==> config.mk <==
export PLATFORM = sky130hd
export DESIGN_NAME = psr1u_ctrl
export DESIGN_NICKNAME = d
export VERILOG_FILES = /design/src/hdl/psr1u_pkg.sv /design/src/hdl/psr1u_ctrl.sv
export SDC_FILE = /design/constraint.sdc
export NUM_CORES = 1
export LEC_CHECK = 0
export ABC_CLOCK_PERIOD_IN_PS = 4200
export BUFFER_PORTS_ARGS = -buffer_cell sky130_fd_sc_hd__buf_2
export CORE_AREA = 2 2 39 41
export CTS_BUF_LIST = sky130_fd_sc_hd__clkbuf_4 sky130_fd_sc_hd__clkbuf_8 sky130_fd_sc_hd__clkbuf_16
export DETAILED_ROUTE_END_ITERATION = 8
export DIE_AREA = 0 0 41 43
export PLACE_DENSITY_LB_ADDON = 0.12
export SYNTH_ARGS = -nofsm -noshare
export SYNTH_HDL_FRONTEND = slang
export SYNTH_SLANG_ARGS = --single-unit
==> constraint.sdc <==
create_clock -name i_clk -period 4.2 [get_ports i_clk]
set_input_delay 1.05 -clock i_clk [delete_from_list [all_inputs] [get_ports i_clk]]
set_output_delay 1.05 -clock i_clk [all_outputs]
set_load 0.02 [all_outputs]
==> src/hdl/psr1u_pkg.sv <==
package psr1u_pkg;

    // field and register widths
    localparam int VLEN_W     = 6;
    localparam int SCALE_W    = 32;
    localparam int ELEM_IDX_W = 5;
    localparam int ELEM_W     = 32;
    localparam int ENTRY_W    = 64;
    localparam int POS_OUT_W  = 5;
    localparam int CFG_IDX_W  = 1;
    localparam int CFG_DATA_W = 32;

    // register reset values
    localparam logic [VLEN_W-1:0]  VLEN_RESET  = 6'd1;
    localparam logic [SCALE_W-1:0] SCALE_RESET = 32'h0001_0000;

    // register indexes
    localparam logic [CFG_IDX_W-1:0] CFG_VECTOR_LENGTH = 1'b0;
    localparam logic [CFG_IDX_W-1:0] CFG_SCALE         = 1'b1;

    // item opcodes
    localparam logic OP_LOAD   = 1'b0;
    localparam logic OP_UPDATE = 1'b1;

    // operand pairs of the shared multiplier
    typedef enum logic [1:0] {
        MUL_SCALE_ROW = 2'd0,
        MUL_LO        = 2'd1,
        MUL_HI        = 2'd2
    } t_mul_sel;

    // controller to datapath commands
    typedef struct packed {
        logic     wr_elem;
        logic     start_upd;
        logic     do_mag;
        logic     mul_en;
        t_mul_sel mul_sel;
        logic     do_sum;
        logic     do_rnd;
        logic     do_out;
    } t_dp_cmd;

endpackage

==> src/hdl/psr1u_ctrl.sv <==
module psr1u_ctrl import psr1u_pkg::*; (
    input  logic    i_clk,
    input  logic    i_rst_n,
    input  logic    i_in_valid,
    input  logic    i_opcode,
    input  logic    i_out_ready,
    output logic    o_in_ready,
    output logic    o_out_valid,
    output t_dp_cmd o_cmd
);

    typedef enum logic [7:0] {
        ST_IDLE   = 8'b0000_0001,
        ST_MAG    = 8'b0000_0010,
        ST_MUL_P  = 8'b0000_0100,
        ST_MUL_LO = 8'b0000_1000,
        ST_MUL_HI = 8'b0001_0000,
        ST_SUM    = 8'b0010_0000,
        ST_RND    = 8'b0100_0000,
        ST_ADD    = 8'b1000_0000
    } t_state;

    t_state r_state;
    t_state n_state;
    logic   r_out_valid;
    logic   n_out_valid;
    logic   in_acc;
    logic   out_free;

    assign o_in_ready  = (r_state == ST_IDLE);
    assign o_out_valid = r_out_valid;
    assign in_acc      = i_in_valid && o_in_ready;
    assign out_free    = !r_out_valid || i_out_ready;

    always_comb begin
        n_state = r_state;
        o_cmd   = '0;
        o_cmd.mul_sel = MUL_SCALE_ROW;
        case (r_state)
            ST_IDLE: begin
                if (in_acc) begin
                    if (i_opcode == OP_UPDATE) begin
                        o_cmd.start_upd = 1'b1;
                        n_state = ST_MAG;
                    end else begin
                        o_cmd.wr_elem = 1'b1;
                    end
                end
            end
            ST_MAG: begin
                o_cmd.do_mag = 1'b1;
                n_state = ST_MUL_P;
            end
            ST_MUL_P: begin
                o_cmd.mul_en  = 1'b1;
                o_cmd.mul_sel = MUL_SCALE_ROW;
                n_state = ST_MUL_LO;
            end
            ST_MUL_LO: begin
                o_cmd.mul_en  = 1'b1;
                o_cmd.mul_sel = MUL_LO;
                n_state = ST_MUL_HI;
            end
            ST_MUL_HI: begin
                o_cmd.mul_en  = 1'b1;
                o_cmd.mul_sel = MUL_HI;
                n_state = ST_SUM;
            end
            ST_SUM: begin
                o_cmd.do_sum = 1'b1;
                n_state = ST_RND;
            end
            ST_RND: begin
                o_cmd.do_rnd = 1'b1;
                n_state = ST_ADD;
            end
            ST_ADD: begin
                // hold until the output register is free
                if (out_free) begin
                    o_cmd.do_out = 1'b1;
                    n_state = ST_IDLE;
                end
            end
            default: begin
                n_state = ST_IDLE;
            end
        endcase
    end

    always_comb begin
        n_out_valid = r_out_valid;
        if (r_out_valid && i_out_ready) begin
            n_out_valid = 1'b0;
        end
        if (o_cmd.do_out) begin
            n_out_valid = 1'b1;
        end
    end

    always_ff @(posedge i_clk) begin
        if (!i_rst_n) begin
            r_state     <= ST_IDLE;
            r_out_valid <= 1'b0;
        end else begin
            r_state     <= n_state;
            r_out_valid <= n_out_valid;
        end
    end

    a_stall_holds: assert property (@(posedge i_clk) disable iff (!i_rst_n)
        (r_state == ST_ADD && r_out_valid && !i_out_ready) |=> r_state == ST_ADD)
        else $error("finishing step left while output register busy");

    a_valid_source: assert property (@(posedge i_clk) disable iff (!i_rst_n)
        $rose(r_out_valid) |-> $past(r_state) == ST_ADD)
        else $error("output valid raised outside the finishing step");

    a_update_starts: assert property (@(posedge i_clk) disable iff (!i_rst_n)
        (in_acc && i_opcode == OP_UPDATE) |=> r_state == ST_MAG)
        else $error("accepted update item did not start the datapath");

endmodule

Word-level counts from Yosys, hierarchy flattened:

Cells that the tools add are included.

* register bits after elaboration: 9
* output and inout port bits: 11
* logic and storage cells: 35
* bits of input ports: 5

* equal/unequal tests: 11
* mux-type cells: 16
* reductions and logical operators: 6

Operators by type and width (number)
* $pmux W8 S8: 1
* $mux W8: 3
* $mux W1: 9
* $pmux W3 S3: 1
* $eq A8 B1 Y1 const B: 1
* $eq A8 B2 Y1 const B: 1
* $eq A8 B3 Y1 const B: 1
* $eq A8 B4 Y1 const B: 1
* $eq A8 B5 Y1 const B: 1
* $eq A8 B6 Y1 const B: 1
* $eq A8 B7 Y1 const B: 1
* $eq A8 B8 Y1 const B: 1
* $mux W2: 2
* $ne A2 B2 Y1 const B: 2
* $reduce_and A3 Y1: 1
* $logic_and A1 B1 Y1: 2
* $ne A2 B1 Y1 const B: 1
* $reduce_bool A2 Y1: 1
* $logic_not A1 Y1: 1
* $logic_or A1 B1 Y1: 1

Logic depth before layout (Yosys ltp):

* depth after elaboration: 5
* mapped depth: 4
* mapped depth without buffers: 4

Worst setup path after synthesis:

OpenSTA, ideal clock, no wires.

* path type: input port to output port
* from: in i_opcode
* to: out o_cmd[8] in the netlist's numbering
* buffers on the path: 0
* slack: 1.573 ns
* data required time: 3.150 ns
* arrival time: 1.577 ns
* cell stages on the path: 1
* cell sequence: nor3b_1

* word-level cells in the longest chain between the ends: 3

RTL lines
* from (decl): RTL line psr1u_ctrl.sv:5 `input logic i_opcode,`
* $mux W1: RTL line psr1u_ctrl.sv:42 `if (i_opcode == OP_UPDATE) begin`
* $mux W2: RTL line psr1u_ctrl.sv:41 `if (in_acc) begin`
* $mux W2: RTL line psr1u_ctrl.sv:39 `case (r_state)`
* to (decl): RTL line psr1u_ctrl.sv:9 `output t_dp_cmd o_cmd`

Every way passes these cells.

==> reports/results.ini <==
[run_status]
status = finished clean

[sta]
fin_crit_sh_pct = 63.4
fmax_mhz = 376
setup_slack_ns = 1.54
worstMarginPinSlew_ns = 0.389
fin_worst_skew_ns = 0.00529
min_period_ns = 2.66
slew-limit-headroom_pct = 73.9
grt_setup_unrepaired = no
slew_viol_final = 0
hold_viol = 0
setup_viol = 0
fin_tns_setup_ns = 0
holdWs_ns = 0.504

[clock_network]
clock_tree.root_cell = clkbuf_4
clk_path_buf_depth = 2
path_clk_slew_ns = 0.06
insertion_delay_ns = 0.26
htreeDepth = 1
postCtsHoldBufs = 0
cts_sinks = 9
postCtsSetupRepairBufs = 0
cts_tree = done
cts_resized = 0
cts_made_buffers = 3

[power]
power_frac_comb_pct = 13.1
ir_worst_vdd_mv = 0.148
p_seq_share_pct = 48.1
p_leak_nw = 0.282
switchingPower_mw = 0.0458
clkPwrFrac_pct = 38.8
p_int_mw = 0.140
powerDensity_nw_per_um2 = 313
switching_share_pct = 24.6

[floorplan]
die_h_um = 43
dieArea_sq_um = 1760
initial_core_util_pct = 34.4
die_x_um = 41
core-area_sq_um = 1380
rows = 14
io_pins = 16

[worst_setup_path]
start_kind = primary input
cp_slowest_cell = and2_1
path_depth = 4
r2r_end = r_state[0]
path_cells = buf_2, and2_1, nor2b_1, buf_2
cp.buffers_inverters = 2
critPathMostFrequentCell = buf_2
crit_start = i_opcode
reg2reg_depth = 4
end_kind = output pin
path_class = in2out
ff2ff_setup_slack_ns = 2.74
cp.required_ns = 3.15
setup.worst_path.end = o_cmd[7]
cp_top_family = simple AND/OR/NAND/NOR gates
path_max_fanout = 3
cpPeakStageDelay_ns = 0.17
rr_startpoint = r_state[0]
cp.arrival_ns = 1.61

[min_path]
hold_class = reg2reg

[detailed_routing]
antenna_left = 0
wirelength_um = 879
wl_met3_um = 46
vias_per_cell = 4.91
drc = 0
drtIter0Drc = 4
drt-met1-wl_um = 410
firstDrtPassIters = 4
wl_met2_um = 401
top_layer = met4
drt-wirelength-per-cell_um = 10.2
vias = 422

[final_layout]
nFillCells = 158
area_growth_pct = 24.7
fin_util_pct = 42.9
n_antenna_cell = 0
final_nets = 76
drive_gt1_share_pct = 32.9
seqCellArea_sq_um = 180
final_cell_mix = 15 x buf_2, 9 x dfxtp_1, 6 x nor2_1
final_common_cell = buf_2
multiInputGateArea_sq_um = 280

[global_route]
grt_overflow = 0
grt_max_degree = 10
grt_pass1_wl_mm = 1.48
grt_pass1_vias = 359
antenna_found_initial = 0
track_usage_pct = 12.7

[logic_synthesis]
syn_avg_cell_area_sq_um = 9.14
ys.warnings.count = 0
syn_area_sq_um = 475
ys_types = 23
synthCells = 52
syn-num-nets = 57
synth_seq_cells = 9
seq_area_frac_synth_pct = 37.9

[placement]
dpl_worst_slack_ns = 1.54
place.gp.congestion = 0.719
port_buffers = 15
dp_hpwl_um = 713

[flow_run]
drv_cap = 0

==> how the worst min path moves through the flow <==
stage	startpoint	end	cells after the start
5_1_grt	r_state[2]	r_state[3]	2
3_5_place_dp	r_state[2]	r_state[3]	2
2_1_floorplan	r_state[2]	r_state[3]	2
4_1_cts	r_state[2]	r_state[3]	2
3_3_place_gp	r_state[2]	r_state[3]	2
6_report	r_state[2]	r_state[3]	2
==> cell type report <==
| class | instances | share of cell area, % |
|---|---|---|
| clock buffer | 4 | 5.06 |
| inverter | 2 | 1.27 |
| multi-input combinational | 40 | 47.3 |
| sequential | 9 | 30.4 |
| tap | 16 | 3.38 |
| timing repair buffer | 15 | 12.7 |
==> worst register-to-register path, delay by kind of cell (launching register included) <==
family | cells | cell delay, ns
DFF | 1 | 0.36
AOI/OAI and AO/OA | 2 | 0.39
and+or+nand+nor | 2 | 0.59
==> cell usage after synthesis <==
master / number / area, sq um
and4b_4: 1 / 13.8
buf_4: 1 / 7.51
xor2_1: 1 / 8.76
and2_1: 5 / 31.3
nand3_1: 2 / 10.0
nand2b_1: 2 / 12.5
o221ai_2: 1 / 15.0
inv_1: 2 / 7.51
nor4_2: 1 / 12.5
nor3_1: 1 / 5.00
xnor2_1: 1 / 8.76
o22ai_1: 1 / 6.26
a21boi_0: 2 / 15.0
nand2_1: 4 / 15.0
nor2_1: 6 / 22.5
or3b_1: 1 / 8.76
dfxtp_1: 9 / 180
nor2b_1: 3 / 18.8
and3_1: 1 / 6.26
nor3b_1: 4 / 30.0
nor4_4: 1 / 21.3
and4b_1: 1 / 10.0
nand4b_1: 1 / 8.76
==> routing by layer <==
| metal | global-route usage [%] | up-vias |
|---|---|---|
| li1 | - | 220 |
| met1 | 16.6 | 188 |
| met2 | 17.8 | 10 |
| met3 | 3.14 | 4 |
| met4 | 8.00 | 0 |
| met5 | 0 | - |
==> kinds of logic after synthesis <==
| group | synth area share, % |
|---|---|
| xor+xnor | 3.68 |
| simple gates | 47.6 |
| compound gates | 7.63 |
| buf+inv | 3.16 |
| flops | 37.9 |
==> registers in the layout, indices dropped and copies added, names as in the netlist <==
signal,count
r_state,8
o_out_valid,1
==> per-stage QoR <==
step / std cells / area, sq um / total power, mW
after floorplan: 52 / 475 / 0.108
after global placement: 82 / 563 / 0.116
after detailed placement: 82 / 563 / 0.116
after CTS: 86 / 593 / 0.190
after global routing: 86 / 593 / 0.197
final: 86 / 593 / 0.186
==> power by group through the flow <==
stage | combinational [mW] | sequential (mW) | clock [mW]
6_report | 0.0244 | 0.0894 | 0.0721
3_5_place_dp | 0.0246 | 0.0913 | 0
2_1_floorplan | 0.0166 | 0.0909 | 0
5_1_grt | 0.0274 | 0.0898 | 0.0801
4_1_cts | 0.0246 | 0.0893 | 0.0757
3_3_place_gp | 0.0245 | 0.0914 | 0
Power figures use the tool's default switching activity.
